[config.mk]
export PLATFORM = sky130hd
export DESIGN_NAME = multilevel_queue_scheduler
export DESIGN_NICKNAME = d
export VERILOG_FILES = /design/src/hdl/mlqs_pkg.sv /design/src/hdl/mlqs_ram.sv /design/src/hdl/mlqs_queue_ctrl.sv /design/src/hdl/multilevel_queue_scheduler.sv
export VERILOG_INCLUDE_DIRS = /design/src /design/src/hdl
export SDC_FILE = /design/constraint.sdc
export NUM_CORES = 1
export LEC_CHECK = 0
export ABC_CLOCK_PERIOD_IN_PS = 10000
export BUFFER_PORTS_ARGS = -buffer_cell sky130_fd_sc_hd__buf_4
export CORE_AREA = 2 2 265 267
export CTS_CLUSTER_SIZE = 10
export DETAILED_ROUTE_END_ITERATION = 10
export DIE_AREA = 0 0 267 269
export PLACE_DENSITY_LB_ADDON = 0.2
export SLEW_MARGIN = 30
export SYNTH_ARGS = -nofsm -noshare
export SYNTH_HDL_FRONTEND = slang
export SYNTH_SLANG_ARGS = --single-unit
[constraint.sdc]
create_clock -name clk -period 10 [get_ports clk]
set_input_delay 2 -clock clk [delete_from_list [all_inputs] [get_ports clk]]
set_output_delay 2 -clock clk [all_outputs]
set_load 0.1 [all_outputs]
[src/hdl/multilevel_queue_scheduler_macros.svh]
// Assertion macros for the multilevel queue scheduler
`ifndef MULTILEVEL_QUEUE_SCHEDULER_MACROS_SVH
`define MULTILEVEL_QUEUE_SCHEDULER_MACROS_SVH

// Same-cycle implication, checked out of reset
`define MLQS_ASSERT_IMPL(lbl, pre, post, msg) \
  lbl: assert property (@(posedge clk) disable iff (!rst_n) (pre) |-> (post)) else $error(msg);

// Next-cycle implication, checked out of reset
`define MLQS_ASSERT_NEXT(lbl, pre, post, msg) \
  lbl: assert property (@(posedge clk) disable iff (!rst_n) (pre) |=> (post)) else $error(msg);

`endif

[src/hdl/mlqs_pkg.sv]
// Shared constants, types and helpers of the multilevel queue scheduler
package mlqs_pkg;

  // Queue geometry
  localparam int NUM_Q       = 7;
  localparam int QUEUE_DEPTH = 16;
  localparam int LEVEL_CAP   = 2;

  // Field widths
  localparam int ID_W    = 8;
  localparam int TYPE_W  = 2;
  localparam int LEVEL_W = 3;
  localparam int QNUM_W  = 5;
  localparam int FILL_W  = 5;
  localparam int SLICE_W = 8;
  localparam int CFG_IDX_W = 1;

  // Derived widths
  localparam int CNT_W  = $clog2(QUEUE_DEPTH + 1);
  localparam int PTR_W  = (QUEUE_DEPTH > 1) ? $clog2(QUEUE_DEPTH) : 1;
  localparam int SUM_W  = CNT_W + 1;
  localparam int SLOT_W = $clog2(NUM_Q);
  localparam int RAM_DEPTH = NUM_Q * QUEUE_DEPTH;
  localparam int ADDR_W = $clog2(RAM_DEPTH);

  // Queue numbering
  localparam int SYS_BASE         = 1;
  localparam int INTER_BASE       = 10;
  localparam int LEVEL_STRIDE     = 4;
  localparam int LAST_QNUM        = 19;
  localparam int FIRST_INTER_SLOT = 3;
  localparam int LAST_SLOT        = 6;

  // Codes
  localparam logic KIND_ENQ = 1'b0;
  localparam logic KIND_DEQ = 1'b1;
  localparam logic [TYPE_W-1:0] TYPE_SYSTEM      = 2'd0;
  localparam logic [TYPE_W-1:0] TYPE_INTERACTIVE = 2'd1;
  localparam logic [TYPE_W-1:0] TYPE_NORMAL      = 2'd2;
  localparam logic [TYPE_W-1:0] TYPE_BATCH       = 2'd3;
  localparam logic [CFG_IDX_W-1:0] CFG_SYS_SLICE   = 1'b0;
  localparam logic [CFG_IDX_W-1:0] CFG_INTER_SLICE = 1'b1;

  // Reset values of the slice registers
  localparam logic [SLICE_W-1:0] SYS_SLICE_RST   = 8'd2;
  localparam logic [SLICE_W-1:0] INTER_SLICE_RST = 8'd3;

  typedef struct packed {
    logic               kind;
    logic [ID_W-1:0]    thread_id;
    logic [TYPE_W-1:0]  thread_type;
    logic [LEVEL_W-1:0] priority_level;
  } req_t;

  typedef struct packed {
    logic [SLICE_W-1:0] sys_slice;
    logic [SLICE_W-1:0] inter_slice;
  } cfg_t;

  typedef struct packed {
    logic               accepted;
    logic               deq_hit;
    logic [QNUM_W-1:0]  queue_number;
    logic [FILL_W-1:0]  queue_fill;
    logic               slice_limited;
    logic [SLICE_W-1:0] slice_len;
  } rslt_t;

  typedef struct packed {
    logic              we;
    logic              re;
    logic [ADDR_W-1:0] addr;
    logic [ID_W-1:0]   wdata;
  } ram_req_t;

  // One-based queue number of a physical slot
  function automatic logic [QNUM_W-1:0] slot_number(input logic [SLOT_W-1:0] s);
    logic [QNUM_W-1:0] n;
    if (s < SLOT_W'(FIRST_INTER_SLOT)) begin
      n = QNUM_W'(SYS_BASE) + QNUM_W'(LEVEL_STRIDE) * QNUM_W'(s);
    end else if (s < SLOT_W'(LAST_SLOT)) begin
      n = QNUM_W'(INTER_BASE)
        + QNUM_W'(LEVEL_STRIDE) * QNUM_W'(s - SLOT_W'(FIRST_INTER_SLOT));
    end else begin
      n = QNUM_W'(LAST_QNUM);
    end
    return n;
  endfunction

endpackage

[src/hdl/mlqs_ram.sv]
// Generic single-port RAM with registered read
module mlqs_ram #(
  parameter int WIDTH = 8,
  parameter int DEPTH = 16
) (
  input  logic                     clk,
  input  logic                     we,
  input  logic                     re,
  input  logic [$clog2(DEPTH)-1:0] addr,
  input  logic [WIDTH-1:0]         wdata,
  output logic [WIDTH-1:0]         rdata
);

  logic [WIDTH-1:0] mem [DEPTH];
  logic [WIDTH-1:0] rdata_r;

  // Write and registered read; read data holds between reads
  always_ff @(posedge clk) begin
    if (we) begin
      mem[addr] <= wdata;
    end
    if (re) begin
      rdata_r <= mem[addr];
    end
  end

  assign rdata = rdata_r;

endmodule

[src/hdl/mlqs_queue_ctrl.sv]
// Queue pointers, slot selection, dequeue priority encoder and result build
module mlqs_queue_ctrl (
  input  logic              clk,
  input  logic              rst_n,
  input  logic              accept,
  input  mlqs_pkg::req_t    req,
  input  mlqs_pkg::cfg_t    cfg,
  output mlqs_pkg::rslt_t   rslt,
  output mlqs_pkg::ram_req_t ram_req
);
  import mlqs_pkg::*;

  logic [PTR_W-1:0] heads_r  [NUM_Q];
  logic [CNT_W-1:0] counts_r [NUM_Q];

  logic [LEVEL_W-1:0] level;
  logic [SLOT_W-1:0]  enq_slot;
  logic [SLOT_W-1:0]  deq_slot;
  logic               deq_found;
  logic [SLOT_W-1:0]  sel;
  logic [PTR_W-1:0]   sel_head;
  logic [CNT_W-1:0]   sel_cnt;
  logic               not_full;
  logic [SUM_W-1:0]   tail_sum;
  logic [PTR_W-1:0]   tail;
  logic [PTR_W-1:0]   head_inc;
  logic               do_enq;
  logic               do_deq;

  // Level clamp and enqueue slot by type
  always_comb begin
    level = (req.priority_level > LEVEL_W'(LEVEL_CAP)) ? LEVEL_W'(LEVEL_CAP)
                                                       : req.priority_level;
    if (req.thread_type == TYPE_SYSTEM) begin
      enq_slot = SLOT_W'(level);
    end else if (req.thread_type == TYPE_INTERACTIVE) begin
      enq_slot = SLOT_W'(FIRST_INTER_SLOT) + SLOT_W'(level);
    end else begin
      enq_slot = SLOT_W'(LAST_SLOT);
    end
  end

  // First non-empty queue, highest priority at slot zero
  always_comb begin
    deq_found = 1'b0;
    deq_slot  = '0;
    for (int i = NUM_Q - 1; i >= 0; i--) begin
      if (counts_r[i] != '0) begin
        deq_found = 1'b1;
        deq_slot  = SLOT_W'(i);
      end
    end
  end

  // Selected queue state and pointer arithmetic
  always_comb begin
    sel      = (req.kind == KIND_DEQ) ? deq_slot : enq_slot;
    sel_head = heads_r[sel];
    sel_cnt  = counts_r[sel];
    not_full = sel_cnt < CNT_W'(QUEUE_DEPTH);
    tail_sum = SUM_W'(sel_head) + SUM_W'(sel_cnt);
    if (tail_sum >= SUM_W'(QUEUE_DEPTH)) begin
      tail = PTR_W'(tail_sum - SUM_W'(QUEUE_DEPTH));
    end else begin
      tail = PTR_W'(tail_sum);
    end
    head_inc = (sel_head == PTR_W'(QUEUE_DEPTH - 1)) ? '0 : sel_head + PTR_W'(1);
    do_enq   = accept && (req.kind == KIND_ENQ) && not_full;
    do_deq   = accept && (req.kind == KIND_DEQ) && deq_found;
  end

  // RAM access: write at tail or read at head
  always_comb begin
    ram_req.we    = do_enq;
    ram_req.re    = do_deq;
    ram_req.wdata = req.thread_id;
    ram_req.addr  = ADDR_W'(sel) * ADDR_W'(QUEUE_DEPTH)
                  + ADDR_W'((req.kind == KIND_DEQ) ? sel_head : tail);
  end

  // Result fields
  always_comb begin
    rslt = '0;
    if (req.kind == KIND_ENQ) begin
      rslt.accepted     = not_full;
      rslt.queue_number = slot_number(sel);
      rslt.queue_fill   = FILL_W'(sel_cnt);
    end else if (deq_found) begin
      rslt.accepted     = 1'b1;
      rslt.deq_hit      = 1'b1;
      rslt.queue_number = slot_number(sel);
      rslt.queue_fill   = FILL_W'(sel_cnt);
      if (sel < SLOT_W'(FIRST_INTER_SLOT)) begin
        rslt.slice_limited = 1'b1;
        rslt.slice_len     = cfg.sys_slice;
      end else if (sel < SLOT_W'(LAST_SLOT)) begin
        rslt.slice_limited = 1'b1;
        rslt.slice_len     = cfg.inter_slice;
      end
    end
  end

  // Pointer and occupancy update
  always_ff @(posedge clk) begin
    if (!rst_n) begin
      for (int i = 0; i < NUM_Q; i++) begin
        heads_r[i]  <= '0;
        counts_r[i] <= '0;
      end
    end else begin
      for (int i = 0; i < NUM_Q; i++) begin
        if (sel == SLOT_W'(i)) begin
          if (do_enq) begin
            counts_r[i] <= counts_r[i] + CNT_W'(1);
          end else if (do_deq) begin
            counts_r[i] <= counts_r[i] - CNT_W'(1);
            heads_r[i]  <= head_inc;
          end
        end
      end
    end
  end

endmodule

[src/hdl/multilevel_queue_scheduler.sv]
// Top level of the multilevel queue scheduler
// Seven FIFO queues of thread ids in fixed priority order (queue numbers 1, 5, 9,
// 10, 14, 18, 19). Each request item, enqueue or dequeue, once accepted, has
// its result in the output register on the following cycle,
// so one item per cycle is sustained while the output side takes results. The
// figure is set by the occupancy priority encoder and the single-port id
// store, which sees one write or one read per item. in_stall is raised during
// reset and while a result is held by out_stall. The id store has no clearing
// pass: an entry is never read before it has been written.
module multilevel_queue_scheduler (
  input  logic                             clk,
  input  logic                             rst_n,
  input  logic                             in_valid,
  output logic                             in_stall,
  input  logic                             in_kind,
  input  logic [mlqs_pkg::ID_W-1:0]        in_thread_id,
  input  logic [mlqs_pkg::TYPE_W-1:0]      in_thread_type,
  input  logic [mlqs_pkg::LEVEL_W-1:0]     in_priority_level,
  output logic                             out_valid,
  input  logic                             out_stall,
  output logic                             out_accepted,
  output logic [mlqs_pkg::ID_W-1:0]        out_out_thread,
  output logic [mlqs_pkg::QNUM_W-1:0]      out_queue_number,
  output logic [mlqs_pkg::FILL_W-1:0]      out_queue_fill,
  output logic                             out_slice_limited,
  output logic [mlqs_pkg::SLICE_W-1:0]     out_slice_len,
  input  logic                             cfg_we,
  input  logic [mlqs_pkg::CFG_IDX_W-1:0]   cfg_index,
  input  logic [mlqs_pkg::SLICE_W-1:0]     cfg_wdata
);
  import mlqs_pkg::*;

  logic     accept;
  req_t     req;
  cfg_t     cfg_r;
  rslt_t    rslt;
  rslt_t    rslt_r;
  ram_req_t ram_req;
  logic     out_valid_r;
  logic [ID_W-1:0] ram_rdata;

  // Input handshake; held off during reset
  assign in_stall = !rst_n || (out_valid_r && out_stall);
  assign accept   = in_valid && !in_stall;
  assign req      = '{kind: in_kind, thread_id: in_thread_id,
                      thread_type: in_thread_type, priority_level: in_priority_level};

  // Slice registers
  always_ff @(posedge clk) begin
    if (!rst_n) begin
      cfg_r.sys_slice   <= SYS_SLICE_RST;
      cfg_r.inter_slice <= INTER_SLICE_RST;
    end else if (cfg_we) begin
      case (cfg_index)
        CFG_SYS_SLICE:   cfg_r.sys_slice   <= cfg_wdata;
        CFG_INTER_SLICE: cfg_r.inter_slice <= cfg_wdata;
        default: ;
      endcase
    end
  end

  mlqs_queue_ctrl u_ctrl (
    .clk     (clk),
    .rst_n   (rst_n),
    .accept  (accept),
    .req     (req),
    .cfg     (cfg_r),
    .rslt    (rslt),
    .ram_req (ram_req)
  );

  mlqs_ram #(
    .WIDTH (ID_W),
    .DEPTH (RAM_DEPTH)
  ) u_store (
    .clk   (clk),
    .we    (ram_req.we),
    .re    (ram_req.re),
    .addr  (ram_req.addr),
    .wdata (ram_req.wdata),
    .rdata (ram_rdata)
  );

  // Result register; the popped id comes straight from the store's read register
  always_ff @(posedge clk) begin
    if (!rst_n) begin
      out_valid_r <= 1'b0;
    end else if (accept) begin
      out_valid_r <= 1'b1;
    end else if (!out_stall) begin
      out_valid_r <= 1'b0;
    end
  end

  always_ff @(posedge clk) begin
    if (accept) begin
      rslt_r <= rslt;
    end
  end

  assign out_valid         = out_valid_r;
  assign out_accepted      = rslt_r.accepted;
  assign out_out_thread    = rslt_r.deq_hit ? ram_rdata : '0;
  assign out_queue_number  = rslt_r.queue_number;
  assign out_queue_fill    = rslt_r.queue_fill;
  assign out_slice_limited = rslt_r.slice_limited;
  assign out_slice_len     = rslt_r.slice_len;

  // Checks
  `include "multilevel_queue_scheduler_macros.svh"

  `MLQS_ASSERT_NEXT(a_accept_gives_result, accept, out_valid_r, "accepted item gave no result")
  `MLQS_ASSERT_IMPL(a_last_queue_unlimited,
    out_valid_r && out_queue_number == QNUM_W'(LAST_QNUM), !out_slice_limited,
    "last queue served with a slice")
  `MLQS_ASSERT_IMPL(a_slice_needs_limit, out_valid_r && out_slice_len != '0,
    out_slice_limited, "slice length without limit flag")
  `MLQS_ASSERT_IMPL(a_hit_has_queue, out_valid_r && out_accepted,
    out_queue_number != '0, "accepted result without queue number")

endmodule
==> results.py <==
metrics = {
    "outcome": {
        "status": "complete, no violations",
    },
    "synth": {
        "synth_adder_area_share_pct": 1.15,
        "ys_seq_area_share_pct": 69.7,
        "synthFlopType": "edfxtp_1",
        "netlist_area_um2": 43000,
        "synth_warnings": 0,
        "syn_avg_cell_area_um2": 13.3,
        "synth_edf_count": 988,
        "async_flop_share_pct": 0,
        "synthSimpleGateAreaFrac_pct": 12.8,
        "ys_types": 92,
        "synth_nets": 3303,
        "synth_compound_area_share_pct": 8.54,
        "yosys-mux-area-fraction_pct": 4.67,
        "ys_ff_latch": 1005,
        "synth_cells": 3239,
        "synth_top_family_by_area": "simple AND/OR/NAND/NOR gates",
        "yosys.area_share.xor_xnor_pct": 0.669,
    },
    "routing": {
        "drc": 0,
        "drt_first_pass_iters": 7,
        "wl_per_cell_um": 26.9,
        "num_vias": 27900,
        "drt-total-wl_um": 114000,
        "ant_nets": 0,
        "drtIter0Drc": 3424,
        "vias_per_cell": 6.59,
    },
    "timing": {
        "tightest_slew_ns": 0.957,
        "timing.fmax_ghz": 0.119,
        "maxSlewHeadroom_pct": 35.9,
        "holdWs_ns": 0.466,
        "drv_slew": 0,
        "tns_ns": 0,
        "rsz0062_at_grt": "no",
        "fin_crit_sh_pct": 84.0,
        "fin_crit_ns": 8.40,
        "finalClockSkew_ns": 0.0282,
        "hold_viol_final": 0,
        "setup_violations": 0,
    },
    "clock_network": {
        "clock_path_buffers": 3,
        "cts_htree_levels": 3,
        "root_buffer": "clkbuf_16",
        "clkSlewWorstSetupHoldPaths_ns": 0.06,
        "cts_resized": 0,
        "post_cts_buffers": 0,
        "cts_buffers": 111,
        "worstSkewPairLatency_ns": 0.68,
        "tritoncts": "yes",
        "numClockSinks": 1005,
        "ctsHoldBuffers": 0,
    },
    "floorplanning": {
        "ios": 58,
        "die_h_um": 269,
        "start_util_pct": 62.1,
        "core-area_um2": 69300,
        "num_rows": 97,
        "fp.dieArea_um2": 71800,
        "die_w_um": 267,
    },
    "cells_and_area": {
        "final_cell_mix": "edfxtp_1 (988), nand2_1 (630), nand3_1 (247)",
        "nets": 3338,
        "area_delta_synth_final_pct": 10.5,
        "antenna_cells": 0,
        "layout-drive-gt1-share_pct": 11.0,
        "final_common_cell": "edfxtp_1",
        "n_fill_cell": 4684,
    },
    "pwr": {
        "p_leak_uw": 0.0162,
        "intPower_uw": 7310,
        "swShare_pct": 28.8,
        "seq_power_share_pct": 45.7,
        "combPwrFrac_pct": 20.1,
        "power_density_nw_per_um2": 216,
        "clockPowerShare_pct": 34.2,
        "p_sw_uw": 2950,
        "peakVddDrop_mv": 0.174,
    },
    "global_route": {
        "overflow": 0,
        "grt_max_degree": 105,
        "grt_pass1_wl_um": 170000,
        "grt_pass1_vias": 27500,
        "grtUsageTotal_pct": 31.9,
        "antenna_found_initial": 2,
    },
    "placed_design": {
        "dp_hpwl_um": 71200,
        "place_congestion": 0.932,
        "port_buffers": 57,
    },
    "critical_path": {
        "critPathKind": "input pin to register",
        "cp_max_fo": 48,
        "cpPeakStageDelay_ns": 0.69,
        "arrival_ns": 8.78,
        "critPathSlowestCell": "or2_4",
        "end_kind": "register",
        "critPathTopFamily": "simple AND/OR/NAND/NOR gates",
        "required_ns": 10.39,
        "crit_buf_inv": 5,
        "start_kind": "input pin",
        "cp_cell_sequence": "buf_4, nor3b_1, inv_1, ha_1, nand2_1, a211oi_1, nand2b_1, nor2_8, inv_2, nand2_1, o221ai_1, a22oi_1, ha_1, ha_1, nor2_4, or2_4, buf_4, buf_4, mux2i_1, mux2_2, a22o_1, nor4b_2, a211oi_2",
    },
    "job": {
        "maxCapViolations": 0,
    },
    "hold_path": {
        "min_path_type": "register to register",
    },
}
-- stage by stage --
stage | setup WS [ns] | std cells | power, uW | cell area (um^2) | utilization, %
4_1_cts | 1.72 | 4239 | 10200 | 47600 | 68.6
3_3_place_gp | 1.19 | 4100 | 6730 | 44600 | 64.3
2_1_floorplan | 2.45 | 3239 | 6050 | 43000 | -
5_1_grt | 1.32 | 4239 | 10600 | 47600 | 68.7
6_report | 1.60 | 4239 | 10300 | 47600 | 68.7
3_5_place_dp | 1.09 | 4101 | 6780 | 44600 | 64.4
-- worst paths after layout --
| path | from | to | slack (ns) | cells after the start |
|---|---|---|---|---|
| setup / recovery | in_priority_level[2] | u_store.rdata[0]$_DFFE_PP_ | 1.60 | 23 |
| hold / removal | cfg_r[10]$_SDFFE_PN0P_ | cfg_r[10]$_SDFFE_PN0P_ | 0.47 | 2 |
| setup reg to reg | u_ctrl.counts_r[5][0]$_DFFE_PP_ | u_store.rdata[0]$_DFFE_PP_ | 2.40 | 21 |
| hold reg to reg | cfg_r[10]$_SDFFE_PN0P_ | cfg_r[10]$_SDFFE_PN0P_ | 0.47 | 2 |
-- synth_stat cells, types with 8 or more instances --
| master | n | area (um^2) |
|---|---|---|
| edfxtp_1 | 988 | 29700 |
| nand2_1 | 630 | 2360 |
| nand3_1 | 247 | 1240 |
| nor2_1 | 194 | 728 |
| mux2i_1 | 166 | 1660 |
| clkbuf_1 | 135 | 507 |
| a311oi_1 | 80 | 701 |
| a211oi_1 | 75 | 563 |
| and2_1 | 53 | 332 |
| a21oi_1 | 52 | 260 |
| a31oi_1 | 51 | 319 |
| nor3b_1 | 36 | 270 |
| buf_1 | 34 | 128 |
| buf_2 | 33 | 165 |
| mux2_2 | 31 | 349 |
| ha_1 | 30 | 375 |
| o21ai_0 | 30 | 150 |
| inv_1 | 27 | 101 |
| and3_1 | 22 | 138 |
| a31o_2 | 21 | 184 |
| xnor2_1 | 21 | 184 |
| a21o_1 | 20 | 150 |
| buf_4 | 19 | 143 |
| dfxtp_1 | 17 | 340 |
| a21boi_0 | 13 | 97.6 |
| a32oi_1 | 12 | 105 |
| a22oi_1 | 11 | 82.6 |
| nor3_1 | 10 | 50.1 |
| xor2_1 | 10 | 87.6 |
| a2bb2oi_1 | 9 | 78.8 |
| a32o_1 | 9 | 90.1 |
| o211ai_1 | 9 | 67.6 |
| nand4_1 | 8 | 50.1 |
-- power by group through the flow --
stage	sequential [uW]	combinational (uW)	clock, uW
5_1_grt	4690	2170	3700
4_1_cts	4690	2020	3540
3_5_place_dp	4770	2010	0
3_3_place_gp	4770	1950	0
2_1_floorplan	4770	1290	0
6_report	4690	2060	3510
-- worst reg2reg max path, stage by stage (launching register included) --
cell and delay [ns]:
edfxtp_1 0.48, inv_1 0.15, ha_1 0.18, or4b_1 0.49, or4b_4 0.55, o2111ai_2 0.26
nand2_2 0.28, inv_2 0.44, a21oi_1 0.08, o21a_1 0.18, nor2_1 0.41, ha_1 0.38
ha_1 0.30, nor2_4 0.44, or2_4 0.69, buf_4 0.31, buf_4 0.45, mux2i_1 0.18
mux2_2 0.33, a22o_1 0.25, nor4b_2 0.39, a211oi_2 0.10
-- registers in the layout, indices dropped and copies added (netlist names), 5 cells and up --
| register | flops |
|---|---|
| u_store.mem | 896 |
| u_ctrl.counts_r | 35 |
| u_ctrl.heads_r | 28 |
| cfg_r | 16 |
| out_slice_len | 8 |
| u_store.rdata | 8 |
| out_queue_fill | 5 |
| out_queue_number | 5 |
-- cell families (layout without fill, tap and decap cells) --
kind of cell               after synthesis  after routing
adders and majority gates               36             36
buffers and inverters                  252            312
xor gates and xnor gates                32             32
DFF                                   1005           1005
AOI/OAI and AO/OA                      478            478
and+or+nand+nor                       1239           1239
muxes                                  197            197
-- cell type report --
class                      instances  area, um^2  share of cell area, %
clock buffer                     130        2870                   6.03
clock inverter                     8        91.3                  0.192
inverter                          30         113                  0.237
multi-input combinational       1982       12100                   25.4
sequential                      1005       30000                   63.1
tap                              940        1180                   2.47
timing repair buffer             144        1250                   2.64
-- routing by layer --
| metal | vias up | GRT usage, % | wire, um |
|---|---|---|---|
| met3 | 278 | 7.25 | 11900 |
| met4 | 0 | 12.5 | 4170 |
| met2 | 1666 | 50.9 | 54600 |
| met1 | 13800 | 43.0 | 43200 |
| li1 | 12200 | - | - |
| met5 | - | 0 | 0 |
Power figures use the tool's default switching activity.
